$ cat src/hw/rtl/tvs_ram.sv
// ----------------------------------------------------------------------------
// tvs_ram
// Single write, single read synchronous memory with registered read data.
// ----------------------------------------------------------------------------
module tvs_ram #(
  parameter int DEPTH = 64,
  parameter int W     = 32
) (
  input  logic                     clk,
  input  logic                     we,
  input  logic [$clog2(DEPTH)-1:0] waddr,
  input  logic [W-1:0]             wdata,
  input  logic [$clog2(DEPTH)-1:0] raddr,
  output logic [W-1:0]             rdata
);

  logic [W-1:0] mem [DEPTH];

  // write port
  always_ff @(posedge clk) begin
    if (we) begin
      mem[waddr] <= wdata;
    end
  end

  // registered read port
  always_ff @(posedge clk) begin
    rdata <= mem[raddr];
  end

endmodule

$ cat config.mk
export PLATFORM = sky130hd
export DESIGN_NAME = tvs_ram
export DESIGN_NICKNAME = d
export VERILOG_FILES = /design/src/hw/rtl/tvs_ram.sv
export SDC_FILE = /design/constraint.sdc
export NUM_CORES = 2
export LEC_CHECK = 0
export BUFFER_PORTS_ARGS = -buffer_cell sky130_fd_sc_hd__buf_2
export CAP_MARGIN = 20
export CELL_PAD_IN_SITES_DETAIL_PLACEMENT = 2
export CELL_PAD_IN_SITES_GLOBAL_PLACEMENT = 2
export CORE_MARGIN = 2
export CORE_UTILIZATION = 55
export CTS_CLUSTER_SIZE = 24
export DETAILED_ROUTE_END_ITERATION = 10
export PLACE_DENSITY_LB_ADDON = 0.1
export SYNTH_ARGS = -nofsm -noshare
export SYNTH_HDL_FRONTEND = slang
export SYNTH_SLANG_ARGS = --single-unit
$ cat constraint.sdc
create_clock -name clk -period 9.8 [get_ports clk]
set_input_delay 1.47 -clock clk [delete_from_list [all_inputs] [get_ports clk]]
set_output_delay 1.47 -clock clk [all_outputs]
set_load 0.05 [all_outputs]
==> impl_metrics.tcl, run 1 <==
set metrics [dict create \
    die_w_um 382 \
    muxShareOfSynthArea_pct 16.8 \
    synth_xor_area_share_pct 0 \
    synth_top_area_share_pct 78.3 \
    synth_top_family_by_area "multiplexers" \
    synth_area_sq_mm 0.0785 \
    error "[ERROR DPL-0033] detailed placement checks failed during check placement." \
    yosysUniqueCellTypes 34 \
    yosys.area_share.simple_pct 1.27 \
    yosys_warnings 0 \
    rows 138 \
    synth_largest_area_cell "edfxtp_1" \
    die_h_um 382 \
    io_buffer_count 77 \
    synth-compound-area-share_pct 1.67 \
    pin_count 78 \
    synth_seq_area_share_pct 79.1 \
    synthCells 3324 \
    synthTopCellsByArea "edfxtp_1 (78%), mux4_2 (16%), mux2i_1 (1.2%)" \
    dp_hpwl_um 152000 \
    synth_fa_ha_area_share_pct 0 \
    stop_stage "detailed placement" \
    start_util_pct 55.5 \
    synth_area_per_cell_sq_um 23.6 \
    synth-seq-cells 2080 \
    run_status "aborted with a tool error" \
    place_congestion 0.774 \
    synth_nets 3370 \
]
logic make-up after synthesis:
logic type,after synthesis
flip-flops,2080
multiplexers,637
AND/OR/NAND/NOR,223
AO/OA/AOI/OAI,202
buffers and inverters,182
Yosys cell counts:
library cell,n
a21oi_1,62
a22oi_1,12
a311oi_1,8
a31oi_1,1
a41o_1,4
and2_1,2
and3_1,4
buf_1,21
buf_2,57
buf_4,25
buf_6,5
clkbuf_1,74
dfxtp_1,32
edfxtp_1,2048
mux2i_1,93
mux4_2,544
nand2_1,26
nand2b_1,8
nand3_1,5
nand3b_1,5
nand4_1,2
nand4b_1,1
nor2_1,137
nor2b_1,15
nor3_1,7
o221ai_1,27
o22ai_1,84
o32ai_1,4
or2_0,1
or2_1,1
or2_2,1
or3_1,3
or3b_1,2
or3b_2,3
per-stage QoR:
stage | setup slack (ns) | cell area, sq um | hold slack [ns] | cells
floorplan | 5.17 | 78500 | 0.663 | 3324
global placement | 4.67 | 81700 | 0.741 | 5201
==> inputs of run 2 (changes only) <==
- CELL_PAD_IN_SITES_DETAIL_PLACEMENT: 2 -> not set
- CELL_PAD_IN_SITES_GLOBAL_PLACEMENT: 2 -> not set
- CORE_UTILIZATION: 55 -> 40
- CTS_CLUSTER_SIZE: 24 -> not set
- PLACE_DENSITY_LB_ADDON: 0.1 -> 0.15
==> impl_metrics.tcl, run 2 <==
set metrics [dict create \
    start_util_pct 40.3 \
    ir_worst_vdd_mv 0.184 \
    clk_latency_ns 0.85 \
    grt-ovfl-total 0 \
    antenna_found_initial 25 \
    drv_slew 0 \
    clock.fmax_mhz 233 \
    largest_reg_flops 2048 \
    synth_top_area_share_pct 78.3 \
    final_cell_mix "edfxtp_1 (2048), mux4_2 (544), clkbuf_16 (217), buf_4 (97), mux2i_1 (93)" \
    drt-met1-wl_um 89700 \
    worst_slack_ns 5.52 \
    rsz0062_at_grt "false" \
    ant_nets 0 \
    crit_type "primary input to flop" \
    coreArea_sq_mm 0.195 \
    grt_pass1_wl_um 294000 \
    grt_use_total_pct 21.3 \
    synth-seq-cells 2080 \
    yosys_warnings 0 \
    slew_headroom_pct 23.7 \
    root_buffer "clkbuf_16" \
    post_cts.repair.setup_buffers 0 \
    fin_tns_setup_ns 0 \
    yosys.cell_count.top_type "edfxtp_1" \
    async_flop_share_pct 0 \
    io_buffer_count 77 \
    synth_area_per_cell_sq_um 23.6 \
    dp_slack_ns 4.58 \
    dr_wl_met3_um 13600 \
    whs_ns 0.737 \
    numCtsBuffers 215 \
    via_per_inst 5.72 \
    cts_sinks 2080 \
    end_kind "flop" \
    rows 162 \
    grt_pass1_vias 37100 \
    routedWlPerCell_um 33.2 \
    vias 36400 \
    cts-hold-fix-buffers 0 \
    path_clk_slew_ns 0.06 \
    synth_largest_area_cell "edfxtp_1" \
    synth_nets 3370 \
    min_period_over_period_pct 43.7 \
    synth_seq_area_share_pct 79.1 \
    worst_pin_slew_ns 1.14 \
    ys.flop_type "edfxtp_1" \
    drt_iter0_markers 4062 \
    top_register "mem" \
    critical_path.max_fanout 61 \
    drv_cap 0 \
    synth_area_sq_mm 0.0785 \
    final_common_cell "edfxtp_1" \
    pin_count 78 \
    setup_viol 0 \
    cts_max_path_buffers 3 \
    dp_hpwl_um 108000 \
    synthTopCellsByCount "edfxtp_1 (2048), mux4_2 (544), nor2_1 (137), mux2i_1 (93), o22ai_1 (84)" \
    p_leak_nw 27.8 \
    drt_first_pass_iters 5 \
    highest_layer "met5" \
    power-per-cell-area_mw_per_mm2 208 \
    worst_setup_path_start_kind "primary input" \
    cp_data_arrival_time_ns 4.98 \
    synthCells 3324 \
    die_w_um 447 \
    drc 0 \
    period_minus_slack_ns 4.28 \
    dieArea_sq_mm 0.200 \
    cts_tree "done" \
    yosysUniqueCellTypes 34 \
    grt_max_degree 100 \
    nets 3610 \
    min-delay-path-class "flop to flop" \
    die_h_um 447 \
    reg_top3 "mem x2048, rdata x32" \
    fillers 16100 \
    final-hold-violation-count 0 \
    synthTopCellsByArea "edfxtp_1 (78%), mux4_2 (16%), mux2i_1 (1.2%)" \
    fin_skew_ns 0.0260 \
    totalWireLength_um 212000 \
    run_status "complete, no violations" \
    cts_resized 0 \
    place_congestion 0.738 \
    wl_met2_um 102000 \
    drive_above_1_share_pct 29.6 \
    syn_to_final_growth_pct 14.5 \
    cp.required_ns 10.49 \
    synth_edf_count 2048 \
    ctsHtreeMaxLevel 4 \
]
-- run 2: cell counts after synthesis --
Identical to the previous run, type by type.
-- run 2: final cells by class --
| class | count | area (sq um) | share of cell area, % |
|---|---|---|---|
| timing repair buffer | 205 | 1770 | 1.96 |
| tap | 2624 | 3280 | 3.65 |
| sequential | 2080 | 62100 | 69.1 |
| multi-input combinational | 1062 | 16000 | 17.8 |
| clock buffer | 274 | 5710 | 6.36 |
| clock inverter | 121 | 1010 | 1.13 |
| antenna | 5 | 12.5 | 0.0139 |
-- run 2: cell families (layout without fill, tap and decap cells) --
logic type,Yosys count,after routing,share of synthesized area (%)
AOI/OAI and AO/OA,202,202,1.67
DFF,2080,2080,79.1
other,0,5,0
muxes,637,637,16.8
and+or+nand+nor,223,223,1.27
buffers and inverters,182,600,1.13
-- run 2: power by group --
part           total [mW]  internal (mW)  switching, mW
combinational       0.955          0.337          0.619
clock                7.86           4.45           3.41
sequential           9.90           9.85         0.0464
total                18.7           14.6           4.08
-- run 2: through the flow --
| step | instance area (sq um) | total power, mW | cells | util (%) |
|---|---|---|---|---|
| after global routing | 89900 | 19.3 | 6368 | 46.1 |
| after CTS | 89500 | 18.9 | 6348 | 45.9 |
| after floorplan | 78500 | 10.6 | 3324 | - |
| final | 89900 | 18.7 | 6371 | 46.1 |
| after detailed placement | 82800 | 11.0 | 5953 | 42.5 |
| after global placement | 82700 | 11.0 | 5950 | 42.4 |
-- run 2: worst max-delay path, stage by stage --
cell and delay, ns:
buf_8 0.52, buf_12 0.48, buf_12 0.37, or3b_1 0.46, o221ai_1 0.39, a21oi_1 0.24
a21oi_1 0.72, nor2_1 0.10
-- run 2: path summary, 6_finish.rpt --
check | from | cells past startpoint | end | slack, ns
worst max-delay path | raddr[0] | 8 | rdata[14] | 5.52
worst min-delay path | mem[13][17] | 4 | rdata[17] | 0.74
worst max register to register | mem[1][14] | 5 | rdata[14] | 7.39
worst min register to register | mem[13][17] | 4 | rdata[17] | 0.74
-- run 2: per-layer routing --
layer	up-vias	GRT usage, %
met3	319	3.96
met5	-	0
li1	14800	-
met1	20100	29.8
met2	1234	33.9
met4	6	6.83
(Power assumes the default switching activity.)
