$ cat src/hw/rtl/tvs_pkg.sv
// ----------------------------------------------------------------------------
// tvs_pkg
// Shared types, constants and arithmetic helpers of the vorticity step solver.
// ----------------------------------------------------------------------------
package tvs_pkg;

  // payload widths
  localparam int VAL_W  = 32;
  localparam int IDX_W  = 6;
  localparam int MA_W   = 33;
  localparam int MB_W   = 32;
  localparam int PROD_W = MA_W + MB_W;
  localparam int MR_W   = 48;
  localparam int ACC_W  = 50;
  localparam int ROM_AW = 6;
  localparam int ROM_N  = 64;

  // rounding shifts
  localparam logic [5:0] SH_HALF = 6'd21;
  localparam logic [5:0] SH_FULL = 6'd20;
  localparam logic [5:0] SH_FRAC = 6'd32;

  // configuration register indexes
  typedef enum logic [1:0] {
    REG_STEP_RATIO    = 2'd0,
    REG_DX_SQUARED    = 2'd1,
    REG_FORWARD_MODE  = 2'd2,
    REG_POINTS_IN_USE = 2'd3
  } reg_idx_t;

  // item function codes
  typedef enum logic {
    FUNC_LOAD = 1'b0,
    FUNC_STEP = 1'b1
  } func_t;

  // sequencer states
  typedef enum logic [3:0] {
    ST_IDLE,
    ST_RD,
    ST_RD2,
    ST_M1,
    ST_Z,
    ST_ZM,
    ST_D,
    ST_DM,
    ST_S,
    ST_B0,
    ST_B1,
    ST_BRD,
    ST_BW,
    ST_CRD,
    ST_COUT
  } state_t;

  // off-diagonal magnitudes, entry k = round((k+1) * 2^32 / (k+2))
  localparam logic [MB_W-1:0] OFF_ROM [ROM_N] = '{
    32'((64'd4294967296 * 1 + 2 / 2) / 2),
    32'((64'd4294967296 * 2 + 3 / 2) / 3),
    32'((64'd4294967296 * 3 + 4 / 2) / 4),
    32'((64'd4294967296 * 4 + 5 / 2) / 5),
    32'((64'd4294967296 * 5 + 6 / 2) / 6),
    32'((64'd4294967296 * 6 + 7 / 2) / 7),
    32'((64'd4294967296 * 7 + 8 / 2) / 8),
    32'((64'd4294967296 * 8 + 9 / 2) / 9),
    32'((64'd4294967296 * 9 + 10 / 2) / 10),
    32'((64'd4294967296 * 10 + 11 / 2) / 11),
    32'((64'd4294967296 * 11 + 12 / 2) / 12),
    32'((64'd4294967296 * 12 + 13 / 2) / 13),
    32'((64'd4294967296 * 13 + 14 / 2) / 14),
    32'((64'd4294967296 * 14 + 15 / 2) / 15),
    32'((64'd4294967296 * 15 + 16 / 2) / 16),
    32'((64'd4294967296 * 16 + 17 / 2) / 17),
    32'((64'd4294967296 * 17 + 18 / 2) / 18),
    32'((64'd4294967296 * 18 + 19 / 2) / 19),
    32'((64'd4294967296 * 19 + 20 / 2) / 20),
    32'((64'd4294967296 * 20 + 21 / 2) / 21),
    32'((64'd4294967296 * 21 + 22 / 2) / 22),
    32'((64'd4294967296 * 22 + 23 / 2) / 23),
    32'((64'd4294967296 * 23 + 24 / 2) / 24),
    32'((64'd4294967296 * 24 + 25 / 2) / 25),
    32'((64'd4294967296 * 25 + 26 / 2) / 26),
    32'((64'd4294967296 * 26 + 27 / 2) / 27),
    32'((64'd4294967296 * 27 + 28 / 2) / 28),
    32'((64'd4294967296 * 28 + 29 / 2) / 29),
    32'((64'd4294967296 * 29 + 30 / 2) / 30),
    32'((64'd4294967296 * 30 + 31 / 2) / 31),
    32'((64'd4294967296 * 31 + 32 / 2) / 32),
    32'((64'd4294967296 * 32 + 33 / 2) / 33),
    32'((64'd4294967296 * 33 + 34 / 2) / 34),
    32'((64'd4294967296 * 34 + 35 / 2) / 35),
    32'((64'd4294967296 * 35 + 36 / 2) / 36),
    32'((64'd4294967296 * 36 + 37 / 2) / 37),
    32'((64'd4294967296 * 37 + 38 / 2) / 38),
    32'((64'd4294967296 * 38 + 39 / 2) / 39),
    32'((64'd4294967296 * 39 + 40 / 2) / 40),
    32'((64'd4294967296 * 40 + 41 / 2) / 41),
    32'((64'd4294967296 * 41 + 42 / 2) / 42),
    32'((64'd4294967296 * 42 + 43 / 2) / 43),
    32'((64'd4294967296 * 43 + 44 / 2) / 44),
    32'((64'd4294967296 * 44 + 45 / 2) / 45),
    32'((64'd4294967296 * 45 + 46 / 2) / 46),
    32'((64'd4294967296 * 46 + 47 / 2) / 47),
    32'((64'd4294967296 * 47 + 48 / 2) / 48),
    32'((64'd4294967296 * 48 + 49 / 2) / 49),
    32'((64'd4294967296 * 49 + 50 / 2) / 50),
    32'((64'd4294967296 * 50 + 51 / 2) / 51),
    32'((64'd4294967296 * 51 + 52 / 2) / 52),
    32'((64'd4294967296 * 52 + 53 / 2) / 53),
    32'((64'd4294967296 * 53 + 54 / 2) / 54),
    32'((64'd4294967296 * 54 + 55 / 2) / 55),
    32'((64'd4294967296 * 55 + 56 / 2) / 56),
    32'((64'd4294967296 * 56 + 57 / 2) / 57),
    32'((64'd4294967296 * 57 + 58 / 2) / 58),
    32'((64'd4294967296 * 58 + 59 / 2) / 59),
    32'((64'd4294967296 * 59 + 60 / 2) / 60),
    32'((64'd4294967296 * 60 + 61 / 2) / 61),
    32'((64'd4294967296 * 61 + 62 / 2) / 62),
    32'((64'd4294967296 * 62 + 63 / 2) / 63),
    32'((64'd4294967296 * 63 + 64 / 2) / 64),
    32'((64'd4294967296 * 64 + 65 / 2) / 65)
  };

  // round a sign-magnitude product at shift sh, ties away from zero
  function automatic logic signed [MR_W-1:0] mul_round(input logic [PROD_W-1:0] prod,
                                                       input logic neg,
                                                       input logic [5:0] sh);
    logic [PROD_W:0] sum;
    logic [PROD_W:0] r;
    logic signed [MR_W-1:0] m;
    sum = {1'b0, prod} + ((PROD_W+1)'(1) << (sh - 6'd1));
    r = sum >> sh;
    m = $signed(MR_W'(r));
    return neg ? -m : m;
  endfunction

  // clamp to the signed 32-bit range
  function automatic logic signed [VAL_W-1:0] sat32(input logic signed [ACC_W-1:0] v);
    logic signed [ACC_W-1:0] hi;
    logic signed [ACC_W-1:0] lo;
    hi = ACC_W'(33'sh0_7FFF_FFFF);
    lo = -ACC_W'(33'sh0_8000_0000);
    if (v > hi) return 32'sh7FFF_FFFF;
    if (v < lo) return 32'sh8000_0000;
    return VAL_W'(v);
  endfunction

endpackage

$ cat src/hw/rtl/tvs_mul.sv
// ----------------------------------------------------------------------------
// tvs_mul
// Shared signed-by-unsigned multiplier, registered sign and magnitude product.
// ----------------------------------------------------------------------------
module tvs_mul
  import tvs_pkg::*;
(
  input  logic                     clk,
  input  logic signed [MA_W-1:0]   a,
  input  logic        [MB_W-1:0]   b,
  output logic        [PROD_W-1:0] prod,
  output logic                     neg
);

  logic [MA_W-1:0] mag;

  // magnitude of the signed operand
  always_comb begin
    mag = a[MA_W-1] ? MA_W'(-a) : MA_W'(a);
  end

  // one product per cycle
  always_ff @(posedge clk) begin
    neg  <= a[MA_W-1];
    prod <= PROD_W'(mag) * PROD_W'(b);
  end

endmodule

$ cat config.mk
export PLATFORM = sky130hd
export DESIGN_NAME = tvs_mul
export DESIGN_NICKNAME = d
export VERILOG_FILES = /design/src/hw/rtl/tvs_pkg.sv /design/src/hw/rtl/tvs_mul.sv
export SDC_FILE = /design/constraint.sdc
export NUM_CORES = 2
export LEC_CHECK = 0
export ABC_CLOCK_PERIOD_IN_PS = 15100
export BUFFER_PORTS_ARGS = -buffer_cell sky130_fd_sc_hd__buf_2
export CORE_UTILIZATION = 46
export CTS_BUF_LIST = sky130_fd_sc_hd__clkbuf_4 sky130_fd_sc_hd__clkbuf_8 sky130_fd_sc_hd__clkbuf_16
export DETAILED_ROUTE_END_ITERATION = 8
export MAX_ROUTING_LAYER = met4
export PLACE_DENSITY_LB_ADDON = 0.2
export SETUP_SLACK_MARGIN = 0.02
export SLEW_MARGIN = 20
export SYNTH_ARGS = -nofsm -noshare
export SYNTH_HDL_FRONTEND = slang
export SYNTH_SLANG_ARGS = --single-unit
$ cat constraint.sdc
create_clock -name clk -period 15.1 [get_ports clk]
set_input_delay 1.51 -clock clk [delete_from_list [all_inputs] [get_ports clk]]
set_output_delay 1.51 -clock clk [all_outputs]
set_load 0.01 [all_outputs]
==> impl_metrics.csv <==
group,metric,value,unit
floorplanning,placementRows,102,
floorplanning,dieArea,80200,sq um
logic_synthesis,netlist_area,36400,sq um
critical_path,critPathKind,"in2reg",
sta,hold_viol_final,0,
route,drt-pass1-iter-count,7,
grt,grt_util_met3,2.41,%
clocking,clkSinkCount,66,
critical_path,slowest_stage,"or4_1",
clocking,cts-resized-gates,0,
critical_path,path_common_cell,"fa_1",
sta,timing.fmax,84.9,MHz
sta,fin_ws,3.33,ns
outcome,status,"finished clean",
clocking,clockBufferDepth,2,
logic_synthesis,ys.flop_type,"dfxtp_1",
critical_path,crit_fanout,32,
clocking,cts_tree,"done",
cells_and_area,syn2layout_area_growth,5.24,%
grt,grt_pass1_wl,159,mm
critical_path,startpoint_type,"input port",
route,wl_per_cell,19.9,um
logic_synthesis,syn_area_per_cell,9.19,sq um
logic_synthesis,ys_seq_area_share,3.63,%
logic_synthesis,syn-num-nets,5216,
grt,track_usage,26.3,%
logic_synthesis,synth.cells.most_frequent,"926 x fa_1, 897 x inv_1, 609 x and2_1",
logic_synthesis,ys_seq_elements,66,
route,ant_nets,0,
critical_path,crit_arrival,12.04,ns
logic_synthesis,synth_edf_count,0,
critical_path,crit_family,"adder cells",
logic_synthesis,synthDistinctLibCells,59,
logic_synthesis,yosysWarnings,0,
clocking,clockRootBuffer,"clkbuf_16",
floorplanning,initial_utilization,46.7,%
sta,finalCritPeriodShare,78.0,%
sta,relSlewSlack,29.0,%
sta,worst_slew_pin_slew,1.06,ns
logic_synthesis,netlist.area_leader.share,51.0,%
floorplanning,coreArea,77800,sq um
placement,gp_congestion,0.895,
route,via_per_inst,5.24,
floorplanning,die_h,283,um
logic_synthesis,synthTopCellsByArea,"fa_1 51%, and2_1 10%, inv_1 9.3%, ha_1 9.1%, nand2_1 5.1%",
grt,gr-total-overflow,0,
worst_hold_path,hold_depth,2,
critical_path,cp-end-kind,"flip-flop",
clocking,htreeDepth,3,
logic_synthesis,synth.largest_area_cell,"fa_1",
route,drc,0,
sta,setup_viol,0,
grt,use_met1,32.4,%
critical_path,critPathBufInv,6,
worst_hold_path,hold_path.class,"in2reg",
clocking,hold_buffers,0,
clocking,clk_pin_slew,0.06,ns
route,totalWireLength,98.6,mm
logic_synthesis,post-synth-top-count-cell,"fa_1",
grt,use_met2,45.6,%
grt,antenna_found_initial,3,
worst_hold_path,min_to,"neg",
placement,numPortBuffers,131,
grt,grt_pass1_vias,28300,
critical_path,required,15.37,ns
logic_synthesis,async_reset_ff_share,0,%
sta,min_period,11.77,ns
placement,post-place-ws,3.05,ns
floorplanning,pin_count,132,
critical_path,slowest_delay,0.64,ns
floorplanning,die_x,283,um
clocking,cts_buffers,9,
grt,busiest_layer,"met2",
sta,drv_slew,0,
flow_run,maxCapViolations,0,
clocking,post_cts_buffers,0,
cells_and_area,drive_gt1_share,6.18,%
cells_and_area,nFillCells,7525,
logic_synthesis,synthCells,3959,
sta,whs,1.69,ns
sta,rsz0062_at_grt,"false",
route,drt_iter0_drc,1244,
grt,grt_max_degree,35,
placement,hpwlAfterDp,79.1,mm
route,vias,26000,
cells_and_area,final_nets,5167,
sta,setup-tns-final,0,ns
worst_hold_path,min_from,"a[32]",
## state kept, by name (all words and copies together) (netlist names)
signal / flops
neg: 1
prod: 65
## per-layer routing
metal  up-vias  wire length (um)
li1      11400                 -
met1     13800             39100
met2       665             51200
met3       166              4440
met4         0              3910
met5         -                 0
## cells in the final DEF, fill, tap and decap left out, types with 44 or more instances in the layout
master / count
buf_2: 131
nand2_1: 492
a21oi_1: 68
dfxtp_1: 66
ha_1: 265
o21ai_0: 44
and2_1: 609
a21o_1: 48
fa_1: 926
inv_1: 897
## logic make-up (layout without fill, tap and decap cells)
group | count (synthesis) | count (layout) | synth area share [%]
other | 0 | 2 | 0
and+or+nand+nor | 1237 | 1237 | 17.9
muxes | 1 | 1 | 0.0275
DFF | 66 | 66 | 3.63
xor gates and xnor gates | 91 | 91 | 2.19
buffers and inverters | 1122 | 1078 | 11.6
AOI/OAI and AO/OA | 251 | 251 | 4.55
adders and majority gates | 1191 | 1191 | 60.1
## how the worst max path moves through the flow
| stage | from | to | slack, ns | depth (start not counted) |
|---|---|---|---|---|
| floorplan | a[5] | prod[48] | 4.39 | 30 |
| global placement | a[5] | prod[59] | 3.16 | 32 |
| detailed placement | a[5] | prod[59] | 3.05 | 32 |
| CTS | a[5] | prod[59] | 3.37 | 32 |
| global route | a[3] | prod[59] | 2.90 | 32 |
| finish | a[3] | prod[59] | 3.33 | 32 |
## layout make-up
class,count,area [sq um],share of cell area (%)
Tap cell,1040,1300,3.40
Multi-Input combinational cell,2771,31100,81.1
Sequential cell,66,1320,3.45
Inverter,897,3370,8.79
Antenna cell,2,5.00,0.0131
Clock inverter,6,90.1,0.235
Timing Repair Buffer,165,911,2.38
Clock buffer,10,239,0.624
## metrics by stage
stage          util [%]  std cells  area (sq um)
2_1_floorplan         -       3959         36400
3_3_place_gp       48.7       4939         38000
3_5_place_dp       48.7       4939         38000
4_1_cts            49.2       4955         38300
5_1_grt            49.2       4956         38300
6_report           49.2       4957         38300
Power is not shown: default switching activity piles up to over one toggle a cycle in this logic, so the estimate is an artifact.
